File: config.mk
export PLATFORM = sky130hd
export DESIGN_NAME = base32_stream_encoder
export DESIGN_NICKNAME = d
export VERILOG_FILES = /design/src/hw/rtl/b32e_pkg.sv /design/src/hw/rtl/b32e_front.sv /design/src/hw/rtl/b32e_queue.sv /design/src/hw/rtl/b32e_back.sv /design/src/hw/rtl/base32_stream_encoder.sv
export SDC_FILE = /design/constraint.sdc
export NUM_CORES = 1
export LEC_CHECK = 0
export BUFFER_PORTS_ARGS = -buffer_cell sky130_fd_sc_hd__buf_2
export CAP_MARGIN = 10
export CORE_ASPECT_RATIO = 0.5
export CORE_MARGIN = 10
export CORE_UTILIZATION = 40
export CTS_CLUSTER_SIZE = 24
export DETAILED_ROUTE_END_ITERATION = 8
export HOLD_SLACK_MARGIN = 0.02
export PLACE_DENSITY_LB_ADDON = 0.3
export SYNTH_ARGS = -nofsm -noshare
export SYNTH_HDL_FRONTEND = slang
export SYNTH_HIERARCHICAL = 1
export SYNTH_SLANG_ARGS = --single-unit
File: constraint.sdc
create_clock -name clk -period 3.7 [get_ports clk]
set_input_delay 0.37 -clock clk [delete_from_list [all_inputs] [get_ports clk]]
set_output_delay 0.37 -clock clk [all_outputs]
set_load 0.05 [all_outputs]
File: src/hw/rtl/b32e_pkg.sv
// ----------------------------------------------------------------------------
// b32e_pkg
// types, constants and the code-to-character map of the base32 encoder
// ----------------------------------------------------------------------------
`default_nettype none

package b32e_pkg;

    localparam int BYTE_W          = 8;
    localparam int CODE_W          = 5;
    localparam int CHAR_W          = 7;
    localparam int GROUP_W         = 40;
    localparam int HELD_W          = 3;
    localparam int CHARS_PER_RUN   = 8;
    localparam int CHAR_IDX_W      = 3;
    localparam int DCHARS_W        = 4;

    localparam logic [HELD_W-1:0]     BYTES_PER_GROUP = 3'd5;
    localparam logic [CHAR_IDX_W-1:0] LAST_CHAR_IDX   = 3'd7;
    localparam logic [CHAR_W-1:0]     PAD_CHAR        = 7'd61;
    localparam logic [CHAR_W-1:0]     ALPHA_BASE      = 7'd65;
    localparam logic [CHAR_W-1:0]     DIGIT_BASE      = 7'd50;
    localparam logic [CODE_W-1:0]     ALPHA_COUNT     = 5'd26;

    // one group handed from the front to the back
    typedef struct packed {
        logic [GROUP_W-1:0]  bits;        // zero-filled group, first byte on top
        logic [DCHARS_W-1:0] data_chars;  // characters before padding
        logic                last;        // group ends the message
    } group_t;

    // 5-bit code to ascii: A-Z then 2-7
    function automatic logic [CHAR_W-1:0] code_to_char(input logic [CODE_W-1:0] code);
        logic [CHAR_W-1:0] ch;
        if (code < ALPHA_COUNT)
            ch = ALPHA_BASE + {2'b00, code};
        else
            ch = DIGIT_BASE + {2'b00, code - ALPHA_COUNT};
        return ch;
    endfunction

    // ceil(8n/5) for n bytes in a group
    function automatic logic [DCHARS_W-1:0] data_chars_of(input logic [HELD_W-1:0] n);
        logic [DCHARS_W-1:0] d;
        case (n)
            3'd1:    d = 4'd2;
            3'd2:    d = 4'd4;
            3'd3:    d = 4'd5;
            3'd4:    d = 4'd7;
            default: d = 4'd8;
        endcase
        return d;
    endfunction

endpackage

`default_nettype wire

File: src/hw/rtl/b32e_front.sv
// ----------------------------------------------------------------------------
// b32e_front
// gathers bytes into groups of five and hands finished groups to the queue
// ----------------------------------------------------------------------------
`default_nettype none

module b32e_front (
    input  wire logic                        clk,
    input  wire logic                        rst_n,
    input  wire logic                        push,
    output logic                             full,
    input  wire logic [b32e_pkg::BYTE_W-1:0] data_byte,
    input  wire logic                        final_byte,
    output logic                             grp_push,
    output b32e_pkg::group_t                 grp_data,
    input  wire logic                        grp_full
);
    import b32e_pkg::*;

    logic [31:0]       group_bits_reg, group_bits_next;
    logic [HELD_W-1:0] bytes_held_reg, bytes_held_next;
    logic [HELD_W-1:0] n;
    logic              accept;
    logic              group_done;

    assign full       = grp_full;
    assign accept     = push && !grp_full;
    assign n          = (bytes_held_reg > 3'd4) ? BYTES_PER_GROUP : bytes_held_reg + 3'd1;
    assign group_done = (n == BYTES_PER_GROUP) || final_byte;
    assign grp_push   = accept && group_done;

    always_comb
    begin
        grp_data.data_chars = data_chars_of(n);
        grp_data.last       = final_byte;
        // zero-fill so the first byte sits at the top
        case (n)
            3'd1:    grp_data.bits = {data_byte, 32'd0};
            3'd2:    grp_data.bits = {group_bits_reg[7:0], data_byte, 24'd0};
            3'd3:    grp_data.bits = {group_bits_reg[15:0], data_byte, 16'd0};
            3'd4:    grp_data.bits = {group_bits_reg[23:0], data_byte, 8'd0};
            default: grp_data.bits = {group_bits_reg, data_byte};
        endcase
    end

    always_comb
    begin
        group_bits_next = group_bits_reg;
        bytes_held_next = bytes_held_reg;
        if (accept)
        begin
            if (group_done)
            begin
                group_bits_next = '0;
                bytes_held_next = '0;
            end
            else
            begin
                group_bits_next = {group_bits_reg[23:0], data_byte};
                bytes_held_next = n;
            end
        end
    end

    always_ff @(posedge clk or negedge rst_n)
    begin
        if (!rst_n)
        begin
            group_bits_reg <= '0;
            bytes_held_reg <= '0;
        end
        else
        begin
            group_bits_reg <= group_bits_next;
            bytes_held_reg <= bytes_held_next;
        end
    end

    a_held_range: assert property (@(posedge clk) disable iff (!rst_n)
        bytes_held_reg <= 3'd4)
        else $error("byte count out of range");

    a_final_clears: assert property (@(posedge clk) disable iff (!rst_n)
        accept && final_byte |=> bytes_held_reg == 3'd0)
        else $error("group not cleared after last byte");

    a_fifth_pushes: assert property (@(posedge clk) disable iff (!rst_n)
        accept && bytes_held_reg == 3'd4 |-> grp_push)
        else $error("full group not handed on");

endmodule

`default_nettype wire

File: src/hw/rtl/b32e_queue.sv
// ----------------------------------------------------------------------------
// b32e_queue
// short queue of finished groups between front and back
// ----------------------------------------------------------------------------
`default_nettype none

module b32e_queue #(
    parameter int DEPTH = 2
) (
    input  wire logic             clk,
    input  wire logic             rst_n,
    input  wire logic             wr_en,
    input  wire b32e_pkg::group_t wr_data,
    output logic                  full,
    input  wire logic             rd_en,
    output b32e_pkg::group_t      rd_data,
    output logic                  nonempty
);
    import b32e_pkg::*;

    localparam int IDX_W = (DEPTH > 1) ? $clog2(DEPTH) : 1;
    localparam int CNT_W = $clog2(DEPTH + 1);
    localparam logic [IDX_W-1:0] LAST_IDX = IDX_W'(DEPTH - 1);
    localparam logic [CNT_W-1:0] FULL_CNT = CNT_W'(DEPTH);

    group_t            slots_reg [DEPTH];
    logic [IDX_W-1:0]  wr_ptr_reg, wr_ptr_next;
    logic [IDX_W-1:0]  rd_ptr_reg, rd_ptr_next;
    logic [CNT_W-1:0]  count_reg, count_next;
    logic              do_wr;
    logic              do_rd;

    assign full     = (count_reg == FULL_CNT);
    assign nonempty = (count_reg != '0);
    assign do_wr    = wr_en && !full;
    assign do_rd    = rd_en && nonempty;
    assign rd_data  = slots_reg[rd_ptr_reg];

    always_comb
    begin
        wr_ptr_next = wr_ptr_reg;
        rd_ptr_next = rd_ptr_reg;
        count_next  = count_reg;
        if (do_wr)
            wr_ptr_next = (wr_ptr_reg == LAST_IDX) ? '0 : wr_ptr_reg + 1'b1;
        if (do_rd)
            rd_ptr_next = (rd_ptr_reg == LAST_IDX) ? '0 : rd_ptr_reg + 1'b1;
        if (do_wr && !do_rd)
            count_next = count_reg + 1'b1;
        else if (do_rd && !do_wr)
            count_next = count_reg - 1'b1;
    end

    always_ff @(posedge clk or negedge rst_n)
    begin
        if (!rst_n)
        begin
            wr_ptr_reg <= '0;
            rd_ptr_reg <= '0;
            count_reg  <= '0;
        end
        else
        begin
            wr_ptr_reg <= wr_ptr_next;
            rd_ptr_reg <= rd_ptr_next;
            count_reg  <= count_next;
        end
    end

    always_ff @(posedge clk)
    begin
        if (do_wr)
            slots_reg[wr_ptr_reg] <= wr_data;
    end

    a_count_range: assert property (@(posedge clk) disable iff (!rst_n)
        count_reg <= FULL_CNT)
        else $error("queue count overflow");

    a_full_holds: assert property (@(posedge clk) disable iff (!rst_n)
        full && !rd_en |=> full)
        else $error("queue drained without a read");

    a_ptr_match: assert property (@(posedge clk) disable iff (!rst_n)
        (count_reg == '0) |-> (wr_ptr_reg == rd_ptr_reg))
        else $error("pointers differ on empty queue");

endmodule

`default_nettype wire

File: src/hw/rtl/b32e_back.sv
// ----------------------------------------------------------------------------
// b32e_back
// turns one group into eight characters, one per cycle while pop keeps up, into an output register
// ----------------------------------------------------------------------------
`default_nettype none

module b32e_back (
    input  wire logic                        clk,
    input  wire logic                        rst_n,
    input  wire logic                        grp_valid,
    input  wire b32e_pkg::group_t            grp_data,
    output logic                             grp_pop,
    output logic                             empty,
    input  wire logic                        pop,
    output logic [b32e_pkg::CHAR_W-1:0]      text_char,
    output logic                             run_end,
    output logic                             message_end
);
    import b32e_pkg::*;

    logic                  busy_reg, busy_next;
    logic [GROUP_W-1:0]    shift_reg, shift_next;
    logic [CHAR_IDX_W-1:0] idx_reg, idx_next;
    logic [DCHARS_W-1:0]   dchars_reg, dchars_next;
    logic                  last_reg, last_next;
    logic                  out_valid_reg, out_valid_next;
    logic [CHAR_W-1:0]     char_reg, char_next;
    logic                  run_end_reg, run_end_next;
    logic                  msg_end_reg, msg_end_next;
    logic                  emit;
    logic                  final_char;
    logic [CHAR_W-1:0]     cur_char;

    assign emit       = busy_reg && (!out_valid_reg || pop);
    assign final_char = (idx_reg == LAST_CHAR_IDX);
    assign grp_pop    = grp_valid && (!busy_reg || (emit && final_char));
    assign cur_char   = ({1'b0, idx_reg} < dchars_reg)
                      ? code_to_char(shift_reg[GROUP_W-1 -: CODE_W]) : PAD_CHAR;

    assign empty       = !out_valid_reg;
    assign text_char   = char_reg;
    assign run_end     = run_end_reg;
    assign message_end = msg_end_reg;

    always_comb
    begin
        busy_next      = busy_reg;
        shift_next     = shift_reg;
        idx_next       = idx_reg;
        dchars_next    = dchars_reg;
        last_next      = last_reg;
        out_valid_next = out_valid_reg;
        char_next      = char_reg;
        run_end_next   = run_end_reg;
        msg_end_next   = msg_end_reg;

        if (emit)
        begin
            out_valid_next = 1'b1;
            char_next      = cur_char;
            run_end_next   = final_char;
            msg_end_next   = final_char && last_reg;
            shift_next     = shift_reg << CODE_W;
            idx_next       = idx_reg + 1'b1;
            if (final_char)
                busy_next = 1'b0;
        end
        else if (pop)
        begin
            out_valid_next = 1'b0;
        end

        if (grp_pop)
        begin
            busy_next   = 1'b1;
            shift_next  = grp_data.bits;
            idx_next    = '0;
            dchars_next = grp_data.data_chars;
            last_next   = grp_data.last;
        end
    end

    always_ff @(posedge clk or negedge rst_n)
    begin
        if (!rst_n)
        begin
            busy_reg      <= 1'b0;
            idx_reg       <= '0;
            out_valid_reg <= 1'b0;
        end
        else
        begin
            busy_reg      <= busy_next;
            idx_reg       <= idx_next;
            out_valid_reg <= out_valid_next;
        end
    end

    always_ff @(posedge clk)
    begin
        shift_reg   <= shift_next;
        dchars_reg  <= dchars_next;
        last_reg    <= last_next;
        char_reg    <= char_next;
        run_end_reg <= run_end_next;
        msg_end_reg <= msg_end_next;
    end

    a_msg_on_run_end: assert property (@(posedge clk) disable iff (!rst_n)
        out_valid_reg && msg_end_reg |-> run_end_reg)
        else $error("message end off a run end");

    a_eighth_marks: assert property (@(posedge clk) disable iff (!rst_n)
        emit && final_char |=> out_valid_reg && run_end_reg)
        else $error("eighth character not marked");

    a_idle_loads: assert property (@(posedge clk) disable iff (!rst_n)
        !busy_reg && grp_valid |=> busy_reg && idx_reg == '0)
        else $error("waiting group not taken");

    a_no_pop_busy: assert property (@(posedge clk) disable iff (!rst_n)
        grp_pop && busy_reg |-> emit && final_char)
        else $error("group taken mid run");

endmodule

`default_nettype wire

File: src/hw/rtl/base32_stream_encoder.sv
// ----------------------------------------------------------------------------
// base32_stream_encoder
// streaming base32 encoder (A-Z, 2-7 alphabet, '=' padding), bytes in, ascii out
// ----------------------------------------------------------------------------
//
//   channel   handshake          payload                          per transaction
//   -------   ----------------   ------------------------------   ---------------
//   input     push / full        data_byte[7:0], final_byte       one byte
//   output    pop / empty        text_char[6:0], run_end,         one character
//                                message_end
//
// - a full group of five bytes, or a last partial group, gives eight characters
// - the back end emits one character per cycle while pop keeps up, so a group
//   of five bytes comes out as eight characters; the sustained rate is set by the
//   character sequencer in b32e_back
// - bytes are taken every cycle while the group queue has room; full follows
//   the queue alone
// - reset clears the byte gather, the queue and the output register; no
//   clearing pass, the block takes bytes from the first cycle after reset
// - a stalled output (pop low) holds the character in the output register and
//   backs up into the group queue, then the front
// ----------------------------------------------------------------------------
`default_nettype none

module base32_stream_encoder #(
    parameter int GROUP_QUEUE_DEPTH = 2
) (
    input  wire logic                        clk,
    input  wire logic                        rst_n,
    // byte input
    input  wire logic                        push,
    output logic                             full,
    input  wire logic [b32e_pkg::BYTE_W-1:0] data_byte,
    input  wire logic                        final_byte,
    // character output
    output logic                             empty,
    input  wire logic                        pop,
    output logic [b32e_pkg::CHAR_W-1:0]      text_char,
    output logic                             run_end,
    output logic                             message_end
);
    import b32e_pkg::*;

    // front to queue
    logic   fq_push;
    group_t fq_data;
    logic   fq_full;
    // queue to back
    logic   qb_valid;
    group_t qb_data;
    logic   qb_pop;

    // gather bytes, classify group end (fifth byte or last byte)
    b32e_front u_front (
        .clk        (clk),
        .rst_n      (rst_n),
        .push       (push),
        .full       (full),
        .data_byte  (data_byte),
        .final_byte (final_byte),
        .grp_push   (fq_push),
        .grp_data   (fq_data),
        .grp_full   (fq_full)
    );

    // decouples byte intake from character output
    b32e_queue #(
        .DEPTH (GROUP_QUEUE_DEPTH)
    ) u_queue (
        .clk      (clk),
        .rst_n    (rst_n),
        .wr_en    (fq_push),
        .wr_data  (fq_data),
        .full     (fq_full),
        .rd_en    (qb_pop),
        .rd_data  (qb_data),
        .nonempty (qb_valid)
    );

    // eight characters per group, next group loaded on the eighth
    b32e_back u_back (
        .clk         (clk),
        .rst_n       (rst_n),
        .grp_valid   (qb_valid),
        .grp_data    (qb_data),
        .grp_pop     (qb_pop),
        .empty       (empty),
        .pop         (pop),
        .text_char   (text_char),
        .run_end     (run_end),
        .message_end (message_end)
    );

    a_in_stall: assert property (@(posedge clk) disable iff (!rst_n)
        full |-> !fq_push)
        else $error("group pushed into full queue");

    a_out_hold: assert property (@(posedge clk) disable iff (!rst_n)
        !empty && !pop |=> !empty && $stable(text_char) && $stable(run_end))
        else $error("stalled character changed");

    a_msg_end_flag: assert property (@(posedge clk) disable iff (!rst_n)
        !empty && message_end |-> run_end)
        else $error("message end without run end");

endmodule

`default_nettype wire

# Yosys cells after proc, flatten, opt, wreduce, memory -nomap -nowiden
# Memories as Yosys holds them, arrays and structs flattened.
# Index checks and enable logic that the tools add are counted.
[totals]
inputBits = 13
ramBits = 90
memories = 1
register_bits = 98
output_inout_bits = 11
[op_classes]
n_eq_ne = 7
add_sub_neg = 9
magnitude_cmp = 3
n_reduce_logical = 24
muxes = 21
[mem_list]
columns = ["memory", "words", "width", "rd", "rd_clocked_by_memory_dff", "wr", "line", "text"]
rows = [
  ["u_queue.slots_reg", 2, 45, 1, 0, 1, "b32e_queue.sv:26", "group_t slots_reg [DEPTH];"],
]
[op_table]
columns = ["cell", "n"]
rows = [
  ["40-bit case mux with 4 select lines", 1],
  ["40-bit 2-to-1 mux", 2],
  ["32-bit 2-to-1 mux", 1],
  ["4-bit case mux with 4 select lines", 1],
  ["3-bit 2-to-1 mux", 4],
  ["1-bit logical AND", 10],
  ["2-bit nonzero test", 5],
  ["3-bit equality test, second input constant", 3],
  ["1-bit 2-to-1 mux", 9],
  ["6-bit by 5-bit adder with 7-bit output, first input constant", 1],
  ["7-bit by 5-bit adder with 7-bit output, first input constant", 1],
  ["7-bit 2-to-1 mux", 1],
  ["3-bit by 1-bit adder with 3-bit output, second input constant", 2],
  ["3-bit by 2-bit equality test with 1-bit output, second input constant", 2],
  ["1-bit zero test", 5],
  ["5-bit < comparator, second input constant", 1],
  ["5-bit subtractor, second input constant", 1],
  ["3-bit by 4-bit < comparator with 1-bit output", 1],
  ["2-bit 2-to-1 mux", 2],
  ["3-bit by 1-bit equality test with 1-bit output, second input constant", 1],
  ["3-bit greater-than comparator, second input constant", 1],
  ["1-bit logical OR", 3],
  ["1-bit adder, second input constant", 2],
  ["2-bit by 1-bit adder with 2-bit output, second input constant", 1],
  ["3 further kinds", 3],
]

# Logic depth before layout (Yosys ltp)
[logic_depth]
depth_word = 10
depth_mapped = 13

# Modules after synthesis
# The synthesis kept the hierarchy.
[by_module_without_submodules]
columns = ["module", "n_inst", "cells_each", "area_per_inst_um2", "seq_area_each_um2"]
rows = [
  ["b32e_queue", 1, 159, 3647.2, 2802.7],
  ["b32e_back", 1, 164, 2760.1, 1746.7],
  ["b32e_front", 1, 293, 2471.1, 875.8],
]

# Worst setup path before layout
# No wires, ideal clock.
[synth_path]
path_type = "reg-to-reg"
start = "reg u_front.bytes_held_reg[0]"
end = "mem u_queue/slots_reg[0][0] (netlist name) (enable)"
stages_incl_launch_ff = 10
path_slack_ns = -0.183
arrival_time_ns = 3.436
path_buffers = 2
required_time_ns = 3.253
cell_sequence = "dfrtp_1 > buf_6 > inv_2 > ha_1 > nor2_1 > a211o_1 > buf_2 > and2_1 > nand2_1 > nor2_1"
[synth_via]
elab_chain_cells = 8
elab_cells_between_ends = 9
cone_classes = "add/sub: 1; order compare: 1; eq/ne: 1; mux: 3; reduce/logical: 3"
[synth_rtl]
columns = ["element", "line", "text"]
rows = [
  ["from (decl)", "b32e_front.sv:21", "logic [HELD_W-1:0] bytes_held_reg, bytes_held_next;"],
  ["from (signal assigned)", "b32e_front.sv:75", "bytes_held_reg <= bytes_held_next;"],
  ["3-bit by 1-bit adder with 3-bit output / 3-bit greater-than comparator (equally long branches)", "b32e_front.sv:28", "assign n = (bytes_held_reg > 3'd4) ? BYTES_PER_GROUP : bytes_held_reg + 3'd1;"],
  ["3-bit 2-to-1 mux *", "b32e_front.sv:28", ""],
  ["3-bit equality test *", "b32e_front.sv:29", "assign group_done = (n == BYTES_PER_GROUP) || final_byte;"],
  ["1-bit logical OR *", "b32e_front.sv:29", ""],
  ["1-bit logical AND *", "b32e_front.sv:30", "assign grp_push = accept && group_done;"],
  ["net fq_push", "base32_stream_encoder.sv:45", "logic fq_push;"],
  ["1-bit logical AND *", "b32e_queue.sv:35", "assign do_wr = wr_en && !full;"],
  ["1-bit 2-to-1 mux *", "b32e_queue.sv:72", "if (do_wr)"],
  ["1-bit 2-to-1 mux (implied by the code) *", "b32e_queue.sv:73", "slots_reg[wr_ptr_reg] <= wr_data;"],
  ["to (decl)", "b32e_queue.sv:26", ""],
]
# Mark *: on every way through the listed nets, which the timed path passes. The rest lies on a longest branch.

# Final worst setup path
[layout_path]
start = "reg u_front.bytes_held_reg[0]"
end = "mem u_queue/slots_reg[0][2] (netlist name) (enable)"
# Same word-level chain as after synthesis.

==> flow_metrics.tcl <==
set metrics [dict create \
    outcome "complete, no violations" \
    cp_num_buf_inv 2 \
    syn_area_um2 8880 \
    arrival_ns 2.71 \
    synth-simple-area-share_pct 8.03 \
    crit_family "buffers and inverters" \
    leakage_nw 3.80 \
    fmax_mhz 377 \
    core_um2 21700 \
    synth_area_leaders "edfxtp_1, dfrtp_1, mux2_4" \
    clockRootBuffer "clkbuf_16" \
    slew_viol_final 0 \
    globalplace.congestion 0.943 \
    fill_cells 1936 \
    tightest_slew_ns 1.01 \
    fin_worst_skew_ns 0.0146 \
    io_buffers 23 \
    p_sw_share_pct 34.3 \
    drive_above_1_share_pct 27.8 \
    path_clk_slew_ns 0.07 \
    final_cells 950 \
    critPathSlowestCell "buf_4" \
    switching_power_mw 2.71 \
    synth_fp_nets 640 \
    start_util_pct 40.9 \
    htreeDepth 4 \
    yosysSeqAreaShare_pct 61.1 \
    clkLatencyLatePin_ns 0.43 \
    power_frac_clock_pct 23.5 \
    grt_first_pass_wirelength_mm 29.2 \
    drt_iter0_markers 544 \
    synth.area.mux_share_pct 14.1 \
    ys_types 56 \
    largest_reg_flops 90 \
    row_count 38 \
    combinationalPowerShare_pct 33.0 \
    irDropWorstVdd_mv 0.248 \
    min_period_over_period_pct 71.7 \
    yosysWarnings 6 \
    setup_tns_ns 0 \
    syn_inst 616 \
    cts.sinks 188 \
    ios 24 \
    synth_compound_area_share_pct 9.47 \
    synth-adder-area-share_pct 1.55 \
    grtUsageTotal_pct 13.1 \
    setup_viol 0 \
    post-route-min-period_ns 2.65 \
    cts_inserted_buffers 17 \
    vias_per_cell 5.36 \
    chipWidth_um 231 \
    clock_path_buffers 2 \
    cp-end-kind "register" \
    grt_setup_unrepaired "no" \
    hold_viol 0 \
    crit_path_max_fanout 45 \
    crit_path_start_kind "register" \
    drt-total-wl_mm 19.0 \
    hpwl_mm 12.7 \
    dieArea_um2 28900 \
    vias 5095 \
    crit_chain "buf_4, ha_1, xor2_1, a211o_1, and2_1, nand2_1, nor2_4, buf_4" \
    critPathRequiredTime_ns 3.76 \
    finalPower_mw 7.90 \
    postPlaceCellArea_um2 9180 \
    maxSlewHeadroom_pct 32.6 \
    intPower_mw 5.19 \
    area_growth_pct 10.3 \
    synth_top_family_by_area "multiplexers" \
    synth_xor_area_share_pct 1.09 \
    antenna_found_initial 0 \
    crit_type "register to register" \
    cp_common_cell "buf_4" \
    synth-seq-cells 188 \
    avgRoutedWirePerCell_um 19.9 \
    post_cts_buffers 0 \
    grt_pass1_vias 4919 \
    placedCellCount 917 \
    die_height_um 125 \
    synth.largest_area_cell "edfxtp_1" \
    globalRoute.totalOverflow 0 \
    synth_top_area_share_pct 48.7 \
    slowest_delay_ns 0.52 \
    drtAntennaViolNets 0 \
    maxCapViolations 0 \
    antenna_cells 0 \
    utilization_pct 45.1 \
    worstHoldPathType "input port to register" \
    drc 0 \
    first_pass_iters 6 \
    cts_tree "done" \
    pwr-share-seq_pct 43.4 \
    p_per_area_nw_per_um2 807 \
    grt_max_degree 49 \
    syn_avg_cell_area_um2 14.4 \
    final_area_um2 9790 \
    finalNetCount 661 \
]
power by group through the flow:
stage	sequential (mW)	clock [mW]	combinational [mW]
floorplan	3.36	0	2.06
global placement	3.45	0	2.56
detailed placement	3.47	0	2.60
CTS	3.43	1.89	2.61
global route	3.48	1.98	2.82
finish	3.43	1.86	2.61
what timing repair did:
action,in CTS,in global routing
resized for setup,0,0
hold buffers,1,0
setup endpoints to repair,0,0
hold endpoints to repair,5,0
cells in the final DEF (no fill, tap or decap), drive strengths merged, types with 15 or more instances in the layout:
cell type    n
edfxtp     144
mux2        87
nand2       81
dfrtp       44
buf         38
o21ai       30
inv         25
a21oi       19
clkbuf      18
and3        16
a221oi      15
synthesized netlist by cell type (all sizes together):
library cell,number
a31oi,2
a221oi,15
o22ai,10
nand3b,2
a21oi,19
or2b,2
nor2,12
mux2i,2
ha,11
o32ai,1
a211oi,2
nand3,5
a211o,2
o21ai,30
inv,24
nand2,81
nor2b,2
xnor2,5
dfrtp,44
o31ai,7
edfxtp,144
mux2,87
and3,16
nand4,1
nor3,3
a2bb2oi,6
or2,3
clkbuf,16
a311o,1
a22oi,6
a21boi,1
nand2b,6
and2,10
xor2,6
a21bo,1
a221o,8
or3,1
buf,21
a32oi,1
per-stage QoR:
step | hold WS [ns] | setup WS [ns]
global placement | 0.472 | 1.17
floorplan | 0.0744 | 0.563
finish | 0.250 | 1.05
CTS | 0.245 | 1.07
detailed placement | 0.480 | 1.11
global route | 0.248 | 0.912
worst register-to-register path, delay by kind of cell, from the launching register on:
kind / cells / cell delay [ns]
fa+ha+maj: 1 / 0.40
buf+inv: 2 / 0.77
xor+xnor: 1 / 0.21
simple gates: 3 / 0.35
flops: 1 / 0.36
compound gates: 1 / 0.17
path summary, 6_finish.rpt:
check	startpoint	to	slack (ns)	depth (start not counted)
worst min register to register	u_queue/count_reg[1]	u_queue/count_reg[1]	0.49	1
worst min-delay path	data_byte[2]	u_front/group_bits_reg[2]	0.25	3
worst max register to register	u_front/bytes_held_reg[0]	u_queue/slots_reg[0][2]	1.05	8
min in group asynchronous	rst_n	u_back/idx_reg[0]	0.54	2
max in group asynchronous	rst_n	u_front/bytes_held_reg[2]	2.39	3
worst max-delay path	u_front/bytes_held_reg[0]	u_queue/slots_reg[0][2]	1.05	8
final cells by class:
type	instances	area, um^2	share of cell area [%]
repair buffers	39	250	2.56
well taps	300	375	3.83
multi-input cells	367	3050	31.1
inverters	24	90.1	0.920
flip-flops and latches	188	5430	55.4
clock buffers	18	429	4.38
clock inverters	14	170	1.74
cell families (layout without fill, tap and decap cells):
group,Yosys count,in the layout
DFF,188,188
and+or+nand+nor,144,144
AOI/OAI and AO/OA,112,112
muxes,89,89
buffers and inverters,61,95
adders and majority gates,11,11
xor gates and xnor gates,11,11
metal layers:
| metal | wire length (um) | GRT usage [%] | vias to the layer above | part of all wire (%) |
|---|---|---|---|---|
| li1 | - | - | 2330 | - |
| met1 | 9340 | 19.2 | 2551 | 49 |
| met2 | 8090 | 18.6 | 193 | 43 |
| met3 | 1170 | 2.60 | 21 | 6.2 |
| met4 | 357 | 5.12 | 0 | 1.9 |
| met5 | 0 | 0 | - | 0 |
Note: power is estimated with default switching activity, not from simulation.
